==> src/rtl/sndenv_pkg.sv <==
// ----------------------------------------------------------------------------
// sndenv_pkg
// Shared types, request codes and the envelope level table for the sound
// envelope generator.
// ----------------------------------------------------------------------------
package sndenv_pkg;

  typedef enum logic [1:0] {
    REQ_WRITE    = 2'd0,
    REQ_TICK_INT = 2'd1,
    REQ_TICK_EXT = 2'd2,
    REQ_UNUSED   = 2'd3
  } req_e;

  // control byte bit positions
  localparam int unsigned CtlEnableBit = 7;
  localparam int unsigned CtlExtClkBit = 5;
  localparam int unsigned CtlThreeBit  = 4;
  localparam int unsigned CtlShapeHi   = 3;
  localparam int unsigned CtlShapeLo   = 1;
  localparam int unsigned CtlInvertBit = 0;

  localparam logic [3:0] LevelMax      = 4'd15;
  localparam logic [3:0] LevelMaxThree = 4'd14;
  localparam logic [3:0] ThreeBitMask  = 4'hE;

  typedef struct packed {
    logic [3:0] left;
    logic [3:0] right;
    logic       active;
  } levels_t;

  // level table: eight shapes, odd shapes repeat
  function automatic logic [3:0] rom_level(input logic [2:0] shape,
                                           input logic [1:0] phase,
                                           input logic [3:0] pos,
                                           input logic       three);
    logic [3:0] v;
    v = 4'd0;
    case (shape)
      3'd1: v = (phase == 2'd0) ? LevelMax : 4'd0;
      3'd2, 3'd3: v = (phase == 2'd0) ? LevelMax - pos : 4'd0;
      3'd4, 3'd5: begin
        if (phase == 2'd0) begin
          v = pos;
        end else if (phase == 2'd1) begin
          v = LevelMax - pos;
        end else begin
          v = 4'd0;
        end
      end
      3'd6, 3'd7: v = (phase == 2'd0) ? pos : 4'd0;
      default: v = 4'd0;
    endcase
    if (three) begin
      v = v & ThreeBitMask;
    end
    return v;
  endfunction

  // number of 16-position phases in a shape
  function automatic logic [1:0] shape_phases(input logic [2:0] shape);
    return (shape[2:1] == 2'b10) ? 2'd2 : 2'd1;
  endfunction

endpackage

==> src/rtl/sndenv_engine.sv <==
// ----------------------------------------------------------------------------
// sndenv_engine
// Envelope state and its combinational update for one write or tick.
// ----------------------------------------------------------------------------
module sndenv_engine (
  input  logic                 clk_i,
  input  logic                 rst_ni,
  input  logic                 fire_i,
  input  logic [1:0]           req_i,
  input  logic [7:0]           byte_i,
  output sndenv_pkg::levels_t  next_o
);
  import sndenv_pkg::*;

  logic       en_q, en_d;
  logic       pend_q, pend_d;
  logic [7:0] pbyte_q, pbyte_d;
  logic       rdy_q, rdy_d;
  logic       done_q, done_d;
  logic [1:0] phase_q, phase_d;
  logic [3:0] pos_q, pos_d;
  logic [2:0] shape_q, shape_d;
  logic       inv_q, inv_d;
  logic       ext_q, ext_d;
  logic       three_q, three_d;
  logic [3:0] left_q, left_d;
  logic [3:0] right_q, right_d;

  logic       load;
  logic [7:0] load_byte;
  logic       upd;
  logic [4:0] sum;
  logic [1:0] ph;
  logic [3:0] lvl;
  logic       tick_ok;

  always_comb begin
    en_d      = en_q;
    pend_d    = pend_q;
    pbyte_d   = pbyte_q;
    rdy_d     = rdy_q;
    done_d    = done_q;
    phase_d   = phase_q;
    pos_d     = pos_q;
    shape_d   = shape_q;
    inv_d     = inv_q;
    ext_d     = ext_q;
    three_d   = three_q;
    left_d    = left_q;
    right_d   = right_q;
    load      = 1'b0;
    load_byte = byte_i;
    upd       = 1'b0;
    sum       = {1'b0, pos_q} + (three_q ? 5'd2 : 5'd1);
    ph        = phase_q + 2'd1;
    lvl       = 4'd0;
    tick_ok   = 1'b0;

    case (req_e'(req_i))
      REQ_WRITE: begin
        if (byte_i[CtlEnableBit] || en_q) begin
          en_d = byte_i[CtlEnableBit];
          if (!byte_i[CtlEnableBit]) begin
            done_d = 1'b1;
            rdy_d  = 1'b1;
          end else begin
            three_d = byte_i[CtlThreeBit];
            if (rdy_q) begin
              load   = 1'b1;
              pend_d = 1'b0;
            end else begin
              upd     = 1'b1;
              pend_d  = 1'b1;
              pbyte_d = byte_i;
            end
          end
        end
      end
      REQ_TICK_INT, REQ_TICK_EXT: begin
        tick_ok = en_q && (ext_q == (req_i == REQ_TICK_EXT)) && !done_q;
        if (tick_ok) begin
          if (sum[4]) begin
            // wrapped past the end of a phase
            if (ph == shape_phases(shape_q)) begin
              rdy_d = 1'b1;
              if (!shape_q[0]) begin
                done_d = 1'b1;
              end else begin
                ph = 2'd0;
              end
            end else begin
              rdy_d = 1'b0;
            end
            phase_d = ph;
          end else begin
            rdy_d = 1'b0;
          end
          pos_d = sum[3:0];
          if (pend_q && rdy_d) begin
            pend_d    = 1'b0;
            load      = 1'b1;
            load_byte = pbyte_q;
          end else begin
            upd = 1'b1;
          end
        end
      end
      default: begin
      end
    endcase

    if (load) begin
      phase_d = 2'd0;
      pos_d   = 4'd0;
      shape_d = load_byte[CtlShapeHi:CtlShapeLo];
      inv_d   = load_byte[CtlInvertBit];
      ext_d   = load_byte[CtlExtClkBit];
      three_d = load_byte[CtlThreeBit];
      en_d    = load_byte[CtlEnableBit];
      if (load_byte[CtlEnableBit]) begin
        done_d = 1'b0;
      end else begin
        done_d = 1'b1;
        rdy_d  = 1'b1;
      end
    end

    if (load || upd) begin
      if (done_d && !shape_d[0]) begin
        lvl = 4'd0;
      end else begin
        lvl = rom_level(shape_d, phase_d, pos_d, three_d);
      end
      left_d  = lvl;
      right_d = inv_d ? ((three_d ? LevelMaxThree : LevelMax) - lvl) : lvl;
    end
  end

  always_ff @(posedge clk_i or negedge rst_ni) begin
    if (!rst_ni) begin
      en_q    <= 1'b0;
      pend_q  <= 1'b0;
      pbyte_q <= 8'd0;
      rdy_q   <= 1'b1;
      done_q  <= 1'b1;
      phase_q <= 2'd0;
      pos_q   <= 4'd0;
      shape_q <= 3'd0;
      inv_q   <= 1'b0;
      ext_q   <= 1'b0;
      three_q <= 1'b0;
      left_q  <= 4'd0;
      right_q <= 4'd0;
    end else if (fire_i) begin
      en_q    <= en_d;
      pend_q  <= pend_d;
      pbyte_q <= pbyte_d;
      rdy_q   <= rdy_d;
      done_q  <= done_d;
      phase_q <= phase_d;
      pos_q   <= pos_d;
      shape_q <= shape_d;
      inv_q   <= inv_d;
      ext_q   <= ext_d;
      three_q <= three_d;
      left_q  <= left_d;
      right_q <= right_d;
    end
  end

  assign next_o.left   = left_d;
  assign next_o.right  = right_d;
  assign next_o.active = en_d;

endmodule

==> src/rtl/sound_envelope_generator_core.sv <==
// ----------------------------------------------------------------------------
// sound_envelope_generator_core
// Envelope generator: control writes and clock ticks in, levels out.
// ----------------------------------------------------------------------------
//  channel | valid       | stall        | payload
//  --------+-------------+--------------+----------------------------------
//  in      | in_valid_i  | in_stall_o   | req_type_i, control_byte_i
//  out     | out_valid_o | out_stall_i  | left_level_o, right_level_o,
//          |             |              | active_o
//
//  one item per cycle while out is not stalled; an input transfer reaches the
//  result via the input register, then the result register around the update.
//  reset clears the envelope state and both valid flags.
//  a stalled result holds while one more item waits in the input register;
//  in_stall_o rises only when both registers are full and out is stalled.
// ----------------------------------------------------------------------------
module sound_envelope_generator_core (
  input  logic       clk_i,
  input  logic       rst_ni,
  input  logic       in_valid_i,
  output logic       in_stall_o,
  input  logic [1:0] req_type_i,
  input  logic [7:0] control_byte_i,
  output logic       out_valid_o,
  input  logic       out_stall_i,
  output logic [3:0] left_level_o,
  output logic [3:0] right_level_o,
  output logic       active_o
);
  import sndenv_pkg::*;

  logic       in_vld_q;
  logic [1:0] req_q;
  logic [7:0] byte_q;
  logic       out_vld_q;
  levels_t    res_q;
  levels_t    next;
  logic       adv;
  logic       fire;
  logic       in_xfer;

  assign adv        = !out_vld_q || !out_stall_i;
  assign fire       = in_vld_q && adv;
  assign in_stall_o = in_vld_q && !adv;
  assign in_xfer    = in_valid_i && !in_stall_o;

  sndenv_engine u_engine (
    .clk_i  (clk_i),
    .rst_ni (rst_ni),
    .fire_i (fire),
    .req_i  (req_q),
    .byte_i (byte_q),
    .next_o (next)
  );

  always_ff @(posedge clk_i or negedge rst_ni) begin
    if (!rst_ni) begin
      in_vld_q  <= 1'b0;
      out_vld_q <= 1'b0;
    end else begin
      if (in_xfer) begin
        in_vld_q <= 1'b1;
      end else if (fire) begin
        in_vld_q <= 1'b0;
      end
      if (fire) begin
        out_vld_q <= 1'b1;
      end else if (!out_stall_i) begin
        out_vld_q <= 1'b0;
      end
    end
  end

  always_ff @(posedge clk_i) begin
    if (in_xfer) begin
      req_q  <= req_type_i;
      byte_q <= control_byte_i;
    end
    if (fire) begin
      res_q <= next;
    end
  end

  assign out_valid_o   = out_vld_q;
  assign left_level_o  = res_q.left;
  assign right_level_o = res_q.right;
  assign active_o      = res_q.active;

endmodule
==> config.mk <==
export PLATFORM = sky130hd
export DESIGN_NAME = sound_envelope_generator_core
export DESIGN_NICKNAME = d
export VERILOG_FILES = /design/src/rtl/sndenv_pkg.sv /design/src/rtl/sndenv_engine.sv /design/src/rtl/sound_envelope_generator_core.sv
export SDC_FILE = /design/constraint.sdc
export NUM_CORES = 1
export LEC_CHECK = 0
export BUFFER_PORTS_ARGS = -buffer_cell sky130_fd_sc_hd__buf_2
export CAP_MARGIN = 40
export CORE_ASPECT_RATIO = 1.4
export CORE_UTILIZATION = 35
export DETAILED_ROUTE_END_ITERATION = 16
export HOLD_SLACK_MARGIN = 0.05
export REMOVE_ABC_BUFFERS = 1
export SETUP_SLACK_MARGIN = 0.1
export SKIP_CTS_REPAIR_TIMING = 1
export SYNTH_ARGS = -nofsm -noshare
export SYNTH_HDL_FRONTEND = slang
export SYNTH_HIERARCHICAL = 1
export SYNTH_SLANG_ARGS = --single-unit
==> constraint.sdc <==
create_clock -name clk_i -period 4.75 [get_ports clk_i]
set_clock_uncertainty 0.05 [all_clocks]
set_input_delay 0.475 -clock clk_i [delete_from_list [all_inputs] [get_ports clk_i]]
set_output_delay 0.475 -clock clk_i [all_outputs]
set_load 0.01 [all_outputs]
* After elaboration in Yosys (flattened, before gate mapping)
Cells that the tools add are included.
Operators by class: $add $sub $neg 4, multiply operators 0, div/mod/pow operators 0, order comparisons 0, equal/unequal tests 18, shifts and indexed selects 0, muxes and demuxes 76, bitwise logic cells 1, reduce and logical (&&, ||, !) cells 27
Operators by type and width (count):
- 2-to-1 mux 4 bit | 13
- 2-to-1 mux 1 bit | 45
- 2-to-1 mux 8 bit | 3
- 2-to-1 mux 2 bit | 8
- case mux 4 bit (4 select lines) | 1
- equality test 3 bit (second input constant) | 4
- case mux 1 bit (2 select lines) | 5
- inequality test 2 x 1 -> 1 bit (second input constant) | 4
- OR reduction 2 bit | 4
- logical AND 1 bit | 7
- equality test 3 x 2 -> 1 bit (second input constant) | 2
- zero test 1 bit | 6
- AND reduction 6 bit | 1
- adder 4 x 5 -> 5 bit | 1
- AND reduction 5 bit | 1
- equality test 2 x 1 -> 1 bit (second input constant) | 2
- equality test 2 bit (second input constant) | 2
- zero test 2 bit | 2
- nonzero test 2 bit | 2
- subtractor 4 bit | 1
- subtractor 4 bit (first input constant) | 1
- equality test 3 x 1 -> 1 bit (second input constant) | 1
- logical OR 1 bit | 3
- 2-to-1 mux 3 bit | 1
- other kinds (6) | 6
Word-level totals: register bits 53, bits in latches 0, bits in writable memories 0, bits in read-only memories 0, bits of input ports 14, output and inout bits 11, word-level logic and storage cells 146, memories 0

* Logic depth before layout (Yosys ltp)
depth in word-level cells 22, mapped depth 18, mapped depth without buffers 16

* Cells and area by module
The synthesis kept the hierarchy.
Modules (own cells, without submodules):
- sndenv_engine | instances 1, cells each 264, area each 2248.4 µm², sequential area each 778.2 µm²
- sound_envelope_generator_core | instances 1, cells each 27, area each 663.1 µm², sequential area each 620.6 µm²

* Worst setup path before layout
No wires, ideal clock.
kind reg-to-reg, start point reg u_engine.three_q, end point reg res_q (netlist bit right_level_o[3]) (data pin), setup time 0.271 ns, arrival time 3.556 ns, required time 4.429 ns, path slack 0.873 ns, cell stages (with the launch flop) 18, buffers on the path 1, clock period less this slack 3.877 ns, cell sequence dfrtp_1 inv_1 ha_1 inv_1 fa_1 nand3b_1 or3_1 buf_4 or4_1 o211a_2 mux2_1 nand2_1 a311o_1 inv_1 ha_1 a21boi_0 a211o_1 a31oi_1
RTL lines:
- from (decl) | line sndenv_engine.sv:25 | logic three_q, three_d;
- from (signal assigned) | line sndenv_engine.sv:165 | three_q <= three_d;
- to (signal assigned) | line sound_envelope_generator_core.sv:80 | res_q <= next;
- to (decl) | line sound_envelope_generator_core.sv:36 | levels_t res_q;

==> summary.log <==
INFO  global_route   global_route_wire_length_before_repair=10.1mm
INFO  critical_path  critical_path.max_fanout=10
INFO  routing        vias_per_cell=5.34
INFO  timing         report.final.hold_viol_count=0
INFO  placement      gp_routability_congestion=0.889
INFO  critical_path  critical_path.most_common_cell=sky130_fd_sc_hd__inv_1
INFO  routing        dr_total_vias=2207
INFO  synthesis      number_of_warnings_issued_by_yosys=6
INFO  routing        initialDrtViolationCount=114
INFO  finish         multiInputGateArea=1400µm²
INFO  cts            htreeDepth=2
INFO  critical_path  reg2reg_from=u_engine/three_q
INFO  pwr            max-vdd-ir-drop=262µV
INFO  status         run_status=completed
INFO  finish         nets=333
INFO  critical_path  timing.critical_path.from_type=register
INFO  global_route   vias_in_the_first_global_route=2171
INFO  pwr            power.sequential.fraction=46.4%
INFO  cts            clock_latency=0.31ns
INFO  placement      pre_cts_ws=0.416ns
INFO  cts            cts-root-buf=sky130_fd_sc_hd__clkbuf_8
INFO  critical_path  critical_path.max_stage_delay=0.47ns
INFO  timing         final.min_clock_period=4.26ns
INFO  global_route   grt_start_max_net_pins=34
INFO  cts            cts_made_buffers=5
INFO  worst_hold_path hp-class=primary input to async pin
INFO  pwr            powerDensity=432nW/µm²
INFO  timing         fmaxAchievable=235MHz
INFO  critical_path  worst_r2r_endpoint=right_level_o[3]
INFO  die            floorplan.core_area=7850µm²
INFO  routing        drt_wl_total=5.99mm
INFO  cts            cts_sinks=51
INFO  timing         finalSetupTns=0ns
INFO  global_route   grt_antenna_before_repair=0
INFO  critical_path  timing.critical_path.cells=inv_1 > ha_1 > inv_1 > fa_1 > nand3b_1 > or3_4 > o31ai_4 > buf_4 > o22a_1 > a21oi_1 > o21a_1 > a311o_1 > inv_1 > ha_1 > a21boi_0 > a211o_1 > a31oi_1
INFO  pwr            p_comb_share=34.4%
INFO  die            fp.dieW=78.7µm
INFO  timing         finalCritPeriodShare=89.8%
INFO  critical_path  critical_path.startpoint=u_engine/three_q
INFO  routing        drt_drc_violations_left=0
INFO  finish         seq_area=1370µm²
INFO  placement      place_area=3100µm²
INFO  timing         final_critical_path_setup_slack=0.487ns
INFO  die            floorplan.io_pins=25
INFO  finish         layout.filler_cells=781
INFO  timing         report.final.slew_viol_count=0
INFO  pwr            power_leakage=1.32nW
INFO  critical_path  criticalPathCategory=register to register
INFO  critical_path  crit_path_end=right_level_o[3]
INFO  synthesis      post_synth_instance_area=2880µm²
INFO  cts            tritoncts=built
INFO  cts            worst_path_clk_slew=0.10ns
INFO  pwr            intPower=902µW
INFO  synthesis      postSynthCellCount=290
INFO  synthesis      synth.avg_cell_area=9.94µm²
INFO  timing         rsz_0062_raised_after_global_routing=no
INFO  die            chipHeight=109µm
INFO  routing        drtAntennaViolNets=0
INFO  placement      port_buffers=23
INFO  critical_path  critical_path_arrival=4.36ns
INFO  cts            clock_path_buffers=2
INFO  finish         postLayoutCellArea=3200µm²
INFO  pwr            switching_share=34.9%
INFO  routing        firstDrtPassIters=5
INFO  global_route   gr-usage-all-layers=15.3%
INFO  timing         worst_pin_slew=0.771ns
INFO  timing         worst_slew_margin_rel=48.6%
INFO  routing        drt-wirelength-per-cell=14.5µm
INFO  critical_path  ff2ff_path_depth=17
INFO  flow_run       max_cap_viols=0
INFO  finish         insertedDiodeCount=0
INFO  critical_path  cp_slowest_cell=sky130_fd_sc_hd__or3_4
INFO  pwr            p_clk_share=19.2%
INFO  die            floorplan.die_area=8600µm²
INFO  finish         drive_gt1_share=21.4%
INFO  die            initial_core_util=36.7%
INFO  finish         area_delta_synth_final=11.2%
INFO  die            fp-row-count=38
INFO  pwr            netSwitchingPower=483µW
INFO  placement      dpl.hpwl=4.44mm
INFO  global_route   globalRoute.totalOverflow=0
INFO  timing         setup-violations-final=0
INFO  critical_path  reg2reg_setup_slack=0.49ns
INFO  critical_path  worst_setup_path_end_kind=register
INFO  critical_path  worst_path_required_time=4.85ns
INFO  finish         fin_util=40.8%
-- metrics by stage --
step	hold WS, ns	total power, mW	std cells
after floorplan	0.129	0.993	275
after global placement	0.411	1.12	405
after detailed placement	0.424	1.13	405
after CTS	0.206	1.40	413
after global routing	0.242	1.49	413
final	0.184	1.39	413
-- power by group through the flow --
stage | combinational [mW] | sequential, mW | clock (mW)
3_3_place_gp | 0.471 | 0.647 | 0
2_1_floorplan | 0.354 | 0.640 | 0
4_1_cts | 0.479 | 0.642 | 0.280
6_report | 0.476 | 0.643 | 0.266
3_5_place_dp | 0.477 | 0.651 | 0
5_1_grt | 0.538 | 0.658 | 0.292
-- final cells by class --
type,instances,area share [%]
clock buffers,7,2.70
clock inverters,1,0.273
inverters,13,1.52
multi-input cells,211,43.6
flip-flops and latches,51,42.7
well taps,100,3.91
repair buffers,30,5.23
-- worst min-delay path by stage --
stage                     slack [ns]  cells past startpoint                 from             endpoint
after floorplan                 0.13                      0               rst_ni             in_vld_q
after global placement          0.41                      2  u_engine/right_q[2]  u_engine/right_q[2]
after detailed placement        0.42                      2  u_engine/right_q[0]  u_engine/right_q[0]
after CTS                       0.21                      1               rst_ni          out_valid_o
after global routing            0.24                      1               rst_ni             in_vld_q
final                           0.18                      1               rst_ni    u_engine/pos_q[1]
-- state kept, by name (all words and copies together) (netlist names) --
signal,flops
u_engine/right_q,4
u_engine/rdy_q,1
u_engine/pos_q,4
u_engine/shape_q,3
right_level_o,4
u_engine/done_q,1
u_engine/ext_q,1
byte_q,7
u_engine/three_q,1
u_engine/phase_q,2
u_engine/inv_q,1
req_q,2
in_vld_q,1
u_engine/pbyte_q,7
active_o,1
u_engine/pend_q,1
u_engine/en_q,1
u_engine/left_q,4
left_level_o,4
out_valid_o,1
-- worst max-delay path, delay by kind of cell (launching register included) --
kind	cells	cell delay, ns
AOI/OAI and AO/OA	8	1.72
buffers and inverters	4	0.48
and+or+nand+nor	2	0.71
DFF	1	0.40
adders and majority gates	3	0.74
-- cell usage in the layout, fill, tap and decap left out, drive strengths merged, types with 5 or more instances in the layout --
cell type	n
mux2	14
buf	30
a21oi	9
ha	6
nand2	46
inv	13
clkbuf	7
nor2	17
nor3	5
dfrtp	31
nand3	9
o21ai	22
a31oi	6
edfxtp	18
mux2i	6
o31ai	7
a21o	5
-- metal layers --
layer / GRT usage (%) / part of all wire [%] / vias up
li1: - / - / 1086
met1: 17.2 / 42 / 1056
met2: 28.2 / 54 / 57
met3: 2.74 / 2.9 / 8
met4: 6.48 / 1.6 / 0
met5: 0 / 0 / -
No activity file was read; power rests on OpenSTA's default activity.
